## src/sv/sds_pkg.sv

```systemverilog
// shared types, constants and a helper function for the streamline direction selector
package sds_pkg;

  localparam int CompW       = 16;
  localparam int DotW        = 16;
  localparam int CfgW        = 15;
  localparam int FracBits    = 14;
  localparam int ProdW       = 2 * CompW;
  localparam int SumW        = ProdW + 2;
  localparam int RndW        = SumW + 1 - FracBits;

  localparam logic [CfgW-1:0] CosLimitRst = CfgW'(10531);
  localparam logic [SumW-1:0] RoundHalf   = SumW'(1) << (FracBits - 1);

  typedef struct packed {
    logic signed [CompW-1:0] x;
    logic signed [CompW-1:0] y;
    logic signed [CompW-1:0] z;
  } sds_vec_t;

  // per-candidate result of the dot product unit
  typedef struct packed {
    sds_vec_t          vec;
    logic [DotW-1:0]   mag;
    logic              nonzero;
  } sds_dot_t;

  // one result of a tracking step
  typedef struct packed {
    sds_vec_t          vec;
    logic [DotW-1:0]   dot;
    logic              found;
    logic              go;
  } sds_res_t;

  function automatic logic signed [CompW-1:0] neg_sat(logic signed [CompW-1:0] v);
    logic signed [CompW-1:0] r;
    if (v == {1'b1, {(CompW-1){1'b0}}}) begin
      r = {1'b0, {(CompW-1){1'b1}}};
    end else begin
      r = -v;
    end
    return r;
  endfunction

endpackage

```

## src/sv/sds_in_if.sv

```systemverilog
// candidate request channel: current direction, candidate direction, last flag
interface sds_in_if;
  import sds_pkg::*;

  logic                    valid;
  logic                    ready;
  logic signed [CompW-1:0] cur_dir_x;
  logic signed [CompW-1:0] cur_dir_y;
  logic signed [CompW-1:0] cur_dir_z;
  logic signed [CompW-1:0] cand_x;
  logic signed [CompW-1:0] cand_y;
  logic signed [CompW-1:0] cand_z;
  logic                    last_candidate;

  modport source (
    output valid, cur_dir_x, cur_dir_y, cur_dir_z, cand_x, cand_y, cand_z, last_candidate,
    input  ready
  );

  modport sink (
    input  valid, cur_dir_x, cur_dir_y, cur_dir_z, cand_x, cand_y, cand_z, last_candidate,
    output ready
  );
endinterface

```

## src/sv/sds_out_if.sv

```systemverilog
// result request channel: chosen direction, dot product and step flags
interface sds_out_if;
  import sds_pkg::*;

  logic                    valid;
  logic                    ready;
  logic signed [CompW-1:0] best_x;
  logic signed [CompW-1:0] best_y;
  logic signed [CompW-1:0] best_z;
  logic [DotW-1:0]         best_dot;
  logic                    found_any;
  logic                    keep_going;

  modport source (
    output valid, best_x, best_y, best_z, best_dot, found_any, keep_going,
    input  ready
  );

  modport sink (
    input  valid, best_x, best_y, best_z, best_dot, found_any, keep_going,
    output ready
  );
endinterface

```

## src/sv/sds_dot.sv

```systemverilog
// dot product unit: exact sum of products, rounded magnitude and sign alignment
module sds_dot (
  input  sds_pkg::sds_vec_t cur_i,
  input  sds_pkg::sds_vec_t cand_i,
  output sds_pkg::sds_dot_t dot_o
);
  import sds_pkg::*;

  logic signed [ProdW-1:0] prod_x, prod_y, prod_z;
  logic signed [SumW-1:0]  sum;
  logic                    neg;
  logic [SumW-1:0]         mag;
  logic [SumW:0]           rnd_sum;
  logic [RndW-1:0]         rnd;

  assign prod_x = cand_i.x * cur_i.x;
  assign prod_y = cand_i.y * cur_i.y;
  assign prod_z = cand_i.z * cur_i.z;
  assign sum    = SumW'(prod_x) + SumW'(prod_y) + SumW'(prod_z);
  assign neg    = sum[SumW-1];
  assign mag    = neg ? SumW'(-sum) : SumW'(sum);

  // round half up to q2.14, then saturate to the result width
  assign rnd_sum = {1'b0, mag} + {1'b0, RoundHalf};
  assign rnd     = rnd_sum[SumW:FracBits];

  always_comb begin
    dot_o.mag     = (|rnd[RndW-1:DotW]) ? {DotW{1'b1}} : rnd[DotW-1:0];
    dot_o.nonzero = (|cand_i.x) | (|cand_i.y) | (|cand_i.z);
    dot_o.vec     = cand_i;
    if (neg) begin
      dot_o.vec.x = neg_sat(cand_i.x);
      dot_o.vec.y = neg_sat(cand_i.y);
      dot_o.vec.z = neg_sat(cand_i.z);
    end
  end
endmodule

```

## src/sv/sds_best.sv

```systemverilog
// best candidate tracker: running maximum, kept vector and step result
module sds_best (
  input  logic                     clk_i,
  input  logic                     rst_ni,
  input  logic                     take_i,
  input  logic                     last_i,
  input  sds_pkg::sds_vec_t        cur_i,
  input  sds_pkg::sds_dot_t        dot_i,
  input  logic [sds_pkg::CfgW-1:0] cos_limit_i,
  output sds_pkg::sds_res_t        res_o
);
  import sds_pkg::*;

  logic [DotW-1:0] max_dot_q, max_dot_d;
  sds_vec_t        best_vec_q, best_vec_d;
  logic            found_q, found_d;
  logic            upd;
  logic            out_nonzero;

  assign upd = dot_i.nonzero && (dot_i.mag > max_dot_q);

  always_comb begin
    max_dot_d  = max_dot_q;
    best_vec_d = best_vec_q;
    found_d    = found_q;
    if (upd) begin
      max_dot_d  = dot_i.mag;
      best_vec_d = dot_i.vec;
      found_d    = 1'b1;
    end
  end

  // nothing kept: hand back the current direction
  always_comb begin
    res_o.vec   = found_d ? best_vec_d : cur_i;
    res_o.dot   = max_dot_d;
    res_o.found = found_d;
    out_nonzero = (|res_o.vec.x) | (|res_o.vec.y) | (|res_o.vec.z);
    res_o.go    = out_nonzero && (max_dot_d >= DotW'(cos_limit_i));
  end

  always_ff @(posedge clk_i or negedge rst_ni) begin
    if (!rst_ni) begin
      max_dot_q  <= '0;
      best_vec_q <= '0;
      found_q    <= 1'b0;
    end else if (take_i) begin
      if (last_i) begin
        max_dot_q  <= '0;
        best_vec_q <= '0;
        found_q    <= 1'b0;
      end else begin
        max_dot_q  <= max_dot_d;
        best_vec_q <= best_vec_d;
        found_q    <= found_d;
      end
    end
  end

  a_found_matches_max: assert property (@(posedge clk_i) disable iff (!rst_ni)
    found_q == (max_dot_q != '0))
    else $error("found flag out of step with running maximum");

  a_clear_after_last: assert property (@(posedge clk_i) disable iff (!rst_ni)
    take_i && last_i |=> (max_dot_q == '0) && !found_q && (best_vec_q == '0))
    else $error("step state not cleared after last candidate");

  a_max_monotone: assert property (@(posedge clk_i) disable iff (!rst_ni)
    take_i && !last_i |=> max_dot_q >= $past(max_dot_q))
    else $error("running maximum decreased within a step");
endmodule

```

## src/sv/streamline_direction_select.sv

```systemverilog
// top level of the streamline direction selector
// usage:
//   cand_i carries one candidate request per cycle while ready is high: the current
//   direction, a candidate direction (q2.14) and a last flag closing the tracking step
//   result_o carries one result request per step, issued for the last
//   candidate: best vector, best |dot|, found flag and continue flag
//   cfg_we_i / cfg_data_i write the turn-angle cosine limit (q2.14)
// timing:
//   the accept edge loads the input register; for a last candidate, the dot
//   product, compare and select are then loaded into the result register
//   when it is free or its result is being taken
//   throughput is one candidate per cycle unless a last candidate waits on a
//   held result; dot product and compare are combinational between the registers
// reset:
//   clears both stages and the step state; cosine limit returns to cos 50 deg
// stall:
//   a held result blocks only a last candidate waiting in the input stage;
//   other candidates keep flowing, and ready falls once that stage is stuck
module streamline_direction_select (
  input  logic                     clk_i,
  input  logic                     rst_ni,
  sds_in_if.sink                   cand_i,
  sds_out_if.source                result_o,
  input  logic                     cfg_we_i,
  input  logic [sds_pkg::CfgW-1:0] cfg_data_i
);
  import sds_pkg::*;

  // input stage
  logic     s1_valid_q;
  sds_vec_t s1_cur_q;
  sds_vec_t s1_cand_q;
  logic     s1_last_q;
  logic     s1_adv;
  logic     in_take;

  // result stage
  logic     out_valid_q;
  sds_res_t out_q;

  logic [CfgW-1:0] cos_limit_q;

  sds_dot_t dot;
  sds_res_t res;

  // a non-last candidate needs no room in the result register
  assign s1_adv       = s1_valid_q && (!s1_last_q || !out_valid_q || result_o.ready);
  assign cand_i.ready = !s1_valid_q || s1_adv;
  assign in_take      = cand_i.valid && cand_i.ready;

  always_ff @(posedge clk_i or negedge rst_ni) begin
    if (!rst_ni) begin
      cos_limit_q <= CosLimitRst;
    end else if (cfg_we_i) begin
      cos_limit_q <= cfg_data_i;
    end
  end

  always_ff @(posedge clk_i or negedge rst_ni) begin
    if (!rst_ni) begin
      s1_valid_q <= 1'b0;
    end else if (cand_i.ready) begin
      s1_valid_q <= cand_i.valid;
    end
  end

  // payload registers, no reset needed
  always_ff @(posedge clk_i) begin
    if (in_take) begin
      s1_cur_q.x  <= cand_i.cur_dir_x;
      s1_cur_q.y  <= cand_i.cur_dir_y;
      s1_cur_q.z  <= cand_i.cur_dir_z;
      s1_cand_q.x <= cand_i.cand_x;
      s1_cand_q.y <= cand_i.cand_y;
      s1_cand_q.z <= cand_i.cand_z;
      s1_last_q   <= cand_i.last_candidate;
    end
  end

  sds_dot u_dot (
    .cur_i  (s1_cur_q),
    .cand_i (s1_cand_q),
    .dot_o  (dot)
  );

  sds_best u_best (
    .clk_i       (clk_i),
    .rst_ni      (rst_ni),
    .take_i      (s1_adv),
    .last_i      (s1_last_q),
    .cur_i       (s1_cur_q),
    .dot_i       (dot),
    .cos_limit_i (cos_limit_q),
    .res_o       (res)
  );

  // result register, loaded on the last candidate of a step
  always_ff @(posedge clk_i or negedge rst_ni) begin
    if (!rst_ni) begin
      out_valid_q <= 1'b0;
    end else if (s1_adv && s1_last_q) begin
      out_valid_q <= 1'b1;
    end else if (result_o.ready) begin
      out_valid_q <= 1'b0;
    end
  end

  always_ff @(posedge clk_i) begin
    if (s1_adv && s1_last_q) begin
      out_q <= res;
    end
  end

  assign result_o.valid      = out_valid_q;
  assign result_o.best_x     = out_q.vec.x;
  assign result_o.best_y     = out_q.vec.y;
  assign result_o.best_z     = out_q.vec.z;
  assign result_o.best_dot   = out_q.dot;
  assign result_o.found_any  = out_q.found;
  assign result_o.keep_going = out_q.go;

  a_stalled_last_blocks: assert property (@(posedge clk_i) disable iff (!rst_ni)
    s1_valid_q && s1_last_q && out_valid_q && !result_o.ready |-> !cand_i.ready)
    else $error("input accepted while last candidate is stuck");

  a_not_found_zero_dot: assert property (@(posedge clk_i) disable iff (!rst_ni)
    out_valid_q && !out_q.found |-> out_q.dot == '0)
    else $error("result without a kept candidate has nonzero dot");

  a_result_held: assert property (@(posedge clk_i) disable iff (!rst_ni)
    out_valid_q && !result_o.ready |=> out_valid_q && $stable(out_q))
    else $error("stalled result changed");
endmodule

```

## src/flat_wrapper.sv

```systemverilog
// flat-port wrapper written by rule: the top's interface ports become plain ports
module streamline_direction_select_flat import sds_pkg::*;
  (clk_i, rst_ni, cfg_we_i, cfg_data_i, cand_i_valid, cand_i_cur_dir_x, cand_i_cur_dir_y, cand_i_cur_dir_z, cand_i_cand_x, cand_i_cand_y, cand_i_cand_z, cand_i_last_candidate, cand_i_ready, result_o_valid, result_o_best_x, result_o_best_y, result_o_best_z, result_o_best_dot, result_o_found_any, result_o_keep_going, result_o_ready);
  sds_in_if cand_i_i ();
  sds_out_if result_o_i ();
  input  logic clk_i;
  input  logic rst_ni;
  input  logic cfg_we_i;
  input  logic [sds_pkg::CfgW-1:0] cfg_data_i;
  input wire logic [$bits(cand_i_i.valid)-1:0] cand_i_valid;
  input wire logic [$bits(cand_i_i.cur_dir_x)-1:0] cand_i_cur_dir_x;
  input wire logic [$bits(cand_i_i.cur_dir_y)-1:0] cand_i_cur_dir_y;
  input wire logic [$bits(cand_i_i.cur_dir_z)-1:0] cand_i_cur_dir_z;
  input wire logic [$bits(cand_i_i.cand_x)-1:0] cand_i_cand_x;
  input wire logic [$bits(cand_i_i.cand_y)-1:0] cand_i_cand_y;
  input wire logic [$bits(cand_i_i.cand_z)-1:0] cand_i_cand_z;
  input wire logic [$bits(cand_i_i.last_candidate)-1:0] cand_i_last_candidate;
  output wire logic [$bits(cand_i_i.ready)-1:0] cand_i_ready;
  output wire logic [$bits(result_o_i.valid)-1:0] result_o_valid;
  output wire logic [$bits(result_o_i.best_x)-1:0] result_o_best_x;
  output wire logic [$bits(result_o_i.best_y)-1:0] result_o_best_y;
  output wire logic [$bits(result_o_i.best_z)-1:0] result_o_best_z;
  output wire logic [$bits(result_o_i.best_dot)-1:0] result_o_best_dot;
  output wire logic [$bits(result_o_i.found_any)-1:0] result_o_found_any;
  output wire logic [$bits(result_o_i.keep_going)-1:0] result_o_keep_going;
  input wire logic [$bits(result_o_i.ready)-1:0] result_o_ready;
  assign cand_i_i.valid = cand_i_valid;
  assign cand_i_i.cur_dir_x = cand_i_cur_dir_x;
  assign cand_i_i.cur_dir_y = cand_i_cur_dir_y;
  assign cand_i_i.cur_dir_z = cand_i_cur_dir_z;
  assign cand_i_i.cand_x = cand_i_cand_x;
  assign cand_i_i.cand_y = cand_i_cand_y;
  assign cand_i_i.cand_z = cand_i_cand_z;
  assign cand_i_i.last_candidate = cand_i_last_candidate;
  assign cand_i_ready = cand_i_i.ready;
  assign result_o_valid = result_o_i.valid;
  assign result_o_best_x = result_o_i.best_x;
  assign result_o_best_y = result_o_i.best_y;
  assign result_o_best_z = result_o_i.best_z;
  assign result_o_best_dot = result_o_i.best_dot;
  assign result_o_found_any = result_o_i.found_any;
  assign result_o_keep_going = result_o_i.keep_going;
  assign result_o_i.ready = result_o_ready;
  streamline_direction_select u_core (.clk_i(clk_i), .rst_ni(rst_ni), .cand_i(cand_i_i), .result_o(result_o_i), .cfg_we_i(cfg_we_i), .cfg_data_i(cfg_data_i));
endmodule
```

## config.mk

```make
export PLATFORM = sky130hd
export DESIGN_NAME = streamline_direction_select_flat
export DESIGN_NICKNAME = d
export VERILOG_FILES = /design/src/sv/sds_pkg.sv /design/src/sv/sds_in_if.sv /design/src/sv/sds_out_if.sv /design/src/sv/sds_dot.sv /design/src/sv/sds_best.sv /design/src/sv/streamline_direction_select.sv /design/src/flat_wrapper.sv
export SDC_FILE = /design/constraint.sdc
export NUM_CORES = 2
export LEC_CHECK = 0
export ABC_AREA = 0
export BUFFER_PORTS_ARGS = -buffer_cell sky130_fd_sc_hd__buf_4
export CORE_ASPECT_RATIO = 0.9
export CORE_MARGIN = 3
export CORE_UTILIZATION = 30
export CTS_CLUSTER_SIZE = 12
export DETAILED_ROUTE_END_ITERATION = 10
export HOLD_SLACK_MARGIN = 0.03
export PLACE_DENSITY = 0.5
export SLEW_MARGIN = 20
export SYNTH_ARGS = -nofsm -noshare
export SYNTH_HDL_FRONTEND = slang
export SYNTH_HIERARCHICAL = 1
export SYNTH_SLANG_ARGS = --single-unit
```

## constraint.sdc

```tcl
create_clock -name clk_i -period 32.6 [get_ports clk_i]
set_input_delay 4.89 -clock clk_i [delete_from_list [all_inputs] [get_ports clk_i]]
set_output_delay 4.89 -clock clk_i [all_outputs]
set_load 0.02 [all_outputs]
```

# Yosys cells after proc, flatten, opt, wreduce, memory -nomap -nowiden
# Index checks and enable logic that the tools add are counted.
[word_totals] register_bits=245 input_bits=117 elab_cells=74
[classes] addsub=7 mul=3 n_lt_le_gt_ge=2 n_eq_ne=3 muxes=15 bitwise=4 reduce_logical=19
[op_table] operator="48-bit 2-to-1 mux" n=4
[op_table] operator="16-bit by 16-bit multiplier with 32-bit output" n=3
[op_table] operator="16-bit 2-to-1 mux" n=6
[op_table] operator="16-bit OR reduction" n=6
[op_table] operator="16-bit equality test, second input constant" n=3
[op_table] operator="16-bit negator" n=3
[op_table] operator="34-bit by 14-bit adder with 35-bit output, second input constant" n=1
[op_table] operator="33-bit by 32-bit adder with 34-bit output" n=1
[op_table] operator="34-bit 2-to-1 mux" n=1
[op_table] operator="34-bit negator" n=1
[op_table] operator="32-bit by 32-bit adder with 33-bit output" n=1
[op_table] operator="16-bit by 15-bit greater-or-equal comparator with 1-bit output" n=1
[op_table] operator="16-bit > comparator" n=1
[op_table] operator="1-bit logical AND" n=5
[op_table] operator="5-bit OR reduction" n=1
[op_table] operator="1-bit 2-to-1 mux" n=4
[op_table] operator="1-bit bitwise OR" n=4
[op_table] operator="1-bit zero test" n=3
[op_table] operator="1-bit logical OR" n=3
[op_table] operator="2-bit nonzero test" n=1

# Depth between registers and ports, before layout
[depth] word_depth=16 ltp_mapped=58

# By module
# Netlist, hierarchy kept.
[by_module_without_submodules] mod="sds_dot" n_inst=1 cells_per_inst=3770 area_each_um2=33714.8
[by_module_without_submodules] mod="streamline_direction_select" n_inst=1 cells_per_inst=205 area_each_um2=5614.1
[by_module_without_submodules] mod="sds_best" n_inst=1 cells_per_inst=621 area_each_um2=5166.2

# Worst setup path before layout
# OpenSTA, ideal clock, no wires.
[synth_path] kind="reg2reg" from="register u_core/s1_cand_q[15] in the netlist's numbering" to="register u_core.out_q (netlist bit u_core/result_o.keep_going) (data pin)" setup_ns=0.269 arrival_time_ns=13.024 setup_slack_ns=19.307 stages_incl_launch_ff=55 path_buffers=9 period_less_slack_ns=13.293 path_cell_list="edfxtp_1 -> clkbuf_1 -> clkbuf_1 -> nand2_1 -> inv_1 -> fa_1 -> inv_1 -> fa_1 -> inv_1 -> fa_1 -> fa_1 -> fa_1 -> fa_1 -> fa_1 -> fa_1 -> inv_1 -> fa_1 -> inv_1 -> [... 19 more ...] -> nand3_2 -> ha_1 -> nand4_1 -> or4_1 -> a21o_1 -> a31oi_1 -> buf_4 -> buf_2 -> buf_2 -> nand2_1 -> o21ai_0 -> ha_1 -> a21o_1 -> a21o_1 -> a21oi_1 -> o2111ai_1 -> nand3_1 -> a32oi_1"
[synth_rtl] item="from (decl)" line="streamline_direction_select.sv:32" source="sds_vec_t s1_cand_q;"
[synth_rtl] item="to (signal assigned)" line="streamline_direction_select.sv:110" source="out_q <= res;"
[synth_rtl] item="to (decl)" line="streamline_direction_select.sv:39" source="sds_res_t out_q;"

==> out/qor.txt <==
Final hold violations -> 0
Routed length per placed instance -> 22.2 um
Gates resized, CTS repair -> 0
TritonCTS clock tree -> yes
Layout cells sized above 1 -> 9.14%
Global route overflow -> 0
Slew margin rel. -> 20.4%
Largest net degree at the start of global routing -> 67
Clock transition at path regs -> 0.06 ns
Placed wire-length estimate -> 118000 um
DRT Wirelength -> 148000 um
Post-Synth Simple-Gate Area -> 14.0%
Synthesized area -> 0.0445 sq mm
Setup TNS -> 0 ns
CP required -> 32.91 ns
CTS buffer count -> 35
Adder-Cell Fraction of Synth Area -> 48.6%
Antenna viol nets, final -> 0
Clock Skew -> 0.0494 ns
Min cycle time layout -> 15.15 ns
Slowest-stage cell, CP -> fa_1
Port Buffer Count -> 184
Crit Path Class -> reg2reg
Nature of the critical path startpoint -> register
Io pins -> 185
Clock tree buffer depth -> 3
Routed vias/inst -> 4.84
Max-cap viol count -> 0
First DRT Iteration DRCs -> 2540
Synth cell types -> 96
Post-CTS setup buffers -> 0
Clock root cell -> clkbuf_16
Post-Syn Area per Cell -> 9.68 sq um
Largest family of logic cells by synthesized area -> adder cells
Multi-input logic area -> 0.0324 sq mm
CP most frequent cell -> fa_1
First-pass GRT wire length -> 224000 um
Clk Latency, worst-skew pair -> 0.62 ns
Post-route DRC violation count -> 0
Mux contribution to synthesized area -> 1.74%
H-Tree Depth -> 2
Via count -> 32300
CP Capture Type -> register
Total GRT Usage -> 19.7%
Die W -> 412 um
Synth Net Count -> 5881
Final setup violation count -> 0
Initial antenna violation count -> 8
Post-layout net count -> 5978
CP max stage delay -> 0.72 ns
Fillers -> 15200
Final period util -> 46.5%
Die Height -> 371 um
Drt first pass iters -> 5
Post-Synthesis Cells -> 4596
Starting Density -> 30.3%
Register area -> 0.00696 sq mm
Complex-gate fraction of the synthesized area -> 7.07%
Slew at the pin closest to its max-slew limit -> 1.18 ns
Unrepaired setup endpoints after global routing -> no
Hold Path Class -> reg2reg
Yosys reg bits -> 245
Vias in the first global route -> 34100
Top FF cell, synth -> edfxtp_1
# rows -> 133
Die area -> 0.153 sq mm
Fin. max-slew vios -> 0
Post-synth EDFFs -> 163
Fmax -> 0.0660 GHz
Hold-fix buffers, CTS -> 0
Status -> finished, final reports clean
CP arrival -> 15.46 ns
Crit Path Max Fanout -> 51
Post-synthesis xor/xnor area fraction -> 1.24%
Final GP Congestion -> 0.899
CTS Sinks -> 245
Core box area -> 0.147 sq mm
Sequential area share after synthesis -> 15.6%
Area Growth Syn to Fin -> 10.7%
Synth warn -> 6
Post-synth ARST share -> 33.5%
[per-layer routing]
layer	share of wire, %	wire [um]	track usage [%]
met1	48	71000	29.8
met2	43	63900	29.6
met3	7.1	10500	3.16
met4	1.9	2870	4.08
met5	0.0088	13	0
[synth_stat cells, types with 32 or more instances]
| cell | instances | area [sq um] |
|---|---|---|
| a21oi_1 | 58 | 290 |
| a22oi_1 | 41 | 308 |
| and2_1 | 334 | 2090 |
| clkbuf_1 | 179 | 672 |
| dfrtp_1 | 76 | 1900 |
| edfxtp_1 | 163 | 4890 |
| fa_1 | 932 | 18700 |
| ha_1 | 236 | 2950 |
| inv_1 | 1139 | 4280 |
| mux2i_1 | 53 | 531 |
| nand2_1 | 547 | 2050 |
| nand3_1 | 35 | 175 |
| nor2_1 | 88 | 330 |
| o21ai_0 | 145 | 726 |
| o22ai_1 | 44 | 275 |
| or3_1 | 32 | 200 |
| xnor2_1 | 50 | 438 |
[placed cells by master (no fill, tap or decap), drive strengths merged, types with 46 or more instances in the layout]
master	instances
xnor2	51
o22ai	54
edfxtp	163
nor2	88
o21ai	152
nand3	46
and2	335
nand2	547
inv	1145
ha	236
fa	932
mux2i	53
dfrtp	76
a21oi	60
buf	275
a22oi	52
[cell type report]
cell class / count / share of cell area (%)
flip-flops and latches: 245 / 14.1
clock inverters: 18 / 0.371
multi-input cells: 2996 / 65.7
clock buffers: 42 / 1.85
inverters: 1140 / 8.69
diodes: 4 / 0.0203
well taps: 1957 / 4.97
repair buffers: 275 / 4.28
[path summary, 6_finish.rpt]
check,startpoint,endpoint,slack [ns],cells after the start
setup / recovery,u_core/s1_cand_q[15]$_DFFE_PP_,u_core/result_o.keep_going$_DFFE_PP_,17.45,43
hold / removal,u_core/cos_limit_q[4]$_DFFE_PN0P_,u_core/cos_limit_q[4]$_DFFE_PN0P_,0.51,1
setup reg to reg,u_core/s1_cand_q[15]$_DFFE_PP_,u_core/result_o.keep_going$_DFFE_PP_,17.45,43
hold reg to reg,u_core/cos_limit_q[4]$_DFFE_PN0P_,u_core/cos_limit_q[4]$_DFFE_PN0P_,0.51,1
max in group asynchronous,rst_ni,u_core/u_best/found_q$_DFFE_PN0P_,27.17,2
min in group asynchronous,rst_ni,u_core/cos_limit_q[3]$_DFFE_PN0P_,4.30,1
[sequential cells by signal, summed over array words and instances, names as in the netlist]
name	flops
u_core/u_best/best_vec_q	48
u_core/result_o.best_x	16
u_core/s1_valid_q	1
u_core/result_o.keep_going	1
u_core/result_o.best_z	16
u_core/s1_last_q	1
u_core/u_best/found_q	1
u_core/u_best/max_dot_q	16
u_core/s1_cand_q	48
u_core/s1_cur_q	48
u_core/result_o.found_any	1
u_core/result_o.valid	1
u_core/result_o.best_dot	16
u_core/cos_limit_q	15
u_core/result_o.best_y	16
[per-stage QoR]
| stage | setup WS [ns] | hold WS [ns] | std cells | utilization, % | instance area [sq um] |
|---|---|---|---|---|---|
| 3_3_place_gp | 17.75 | 0.491 | 6609 | 32.8 | 48100 |
| 5_1_grt | 16.42 | 0.522 | 6673 | 33.5 | 49200 |
| 2_1_floorplan | 19.31 | 0.466 | 4596 | - | 44500 |
| 4_1_cts | 17.48 | 0.509 | 6673 | 33.5 | 49200 |
| 6_report | 17.45 | 0.507 | 6677 | 33.6 | 49200 |
| 3_5_place_dp | 17.52 | 0.493 | 6613 | 32.8 | 48100 |
[critical path: cells and delay by family (launching register included)]
| family | cells | cell delay (ns) |
|---|---|---|
| AOI/OAI and AO/OA | 13 | 3.20 |
| buffers and inverters | 5 | 1.06 |
| DFF | 1 | 0.32 |
| adders and majority gates | 12 | 5.94 |
| and+or+nand+nor | 11 | 3.51 |
| muxes | 2 | 0.72 |
[cell families (layout without fill, tap and decap cells)]
| group | Yosys count | in the layout |
|---|---|---|
| mux | 71 | 71 |
| xor+xnor | 62 | 62 |
| fa+ha+maj | 1168 | 1168 |
| other cells | 0 | 4 |
| flops | 245 | 245 |
| simple gates | 1234 | 1234 |
| compound gates | 461 | 461 |
| buf+inv | 1355 | 1475 |
Power is left out: the tool's default activity adds up to more than one toggle a clock period on the data nets, which glitch-free logic cannot reach.
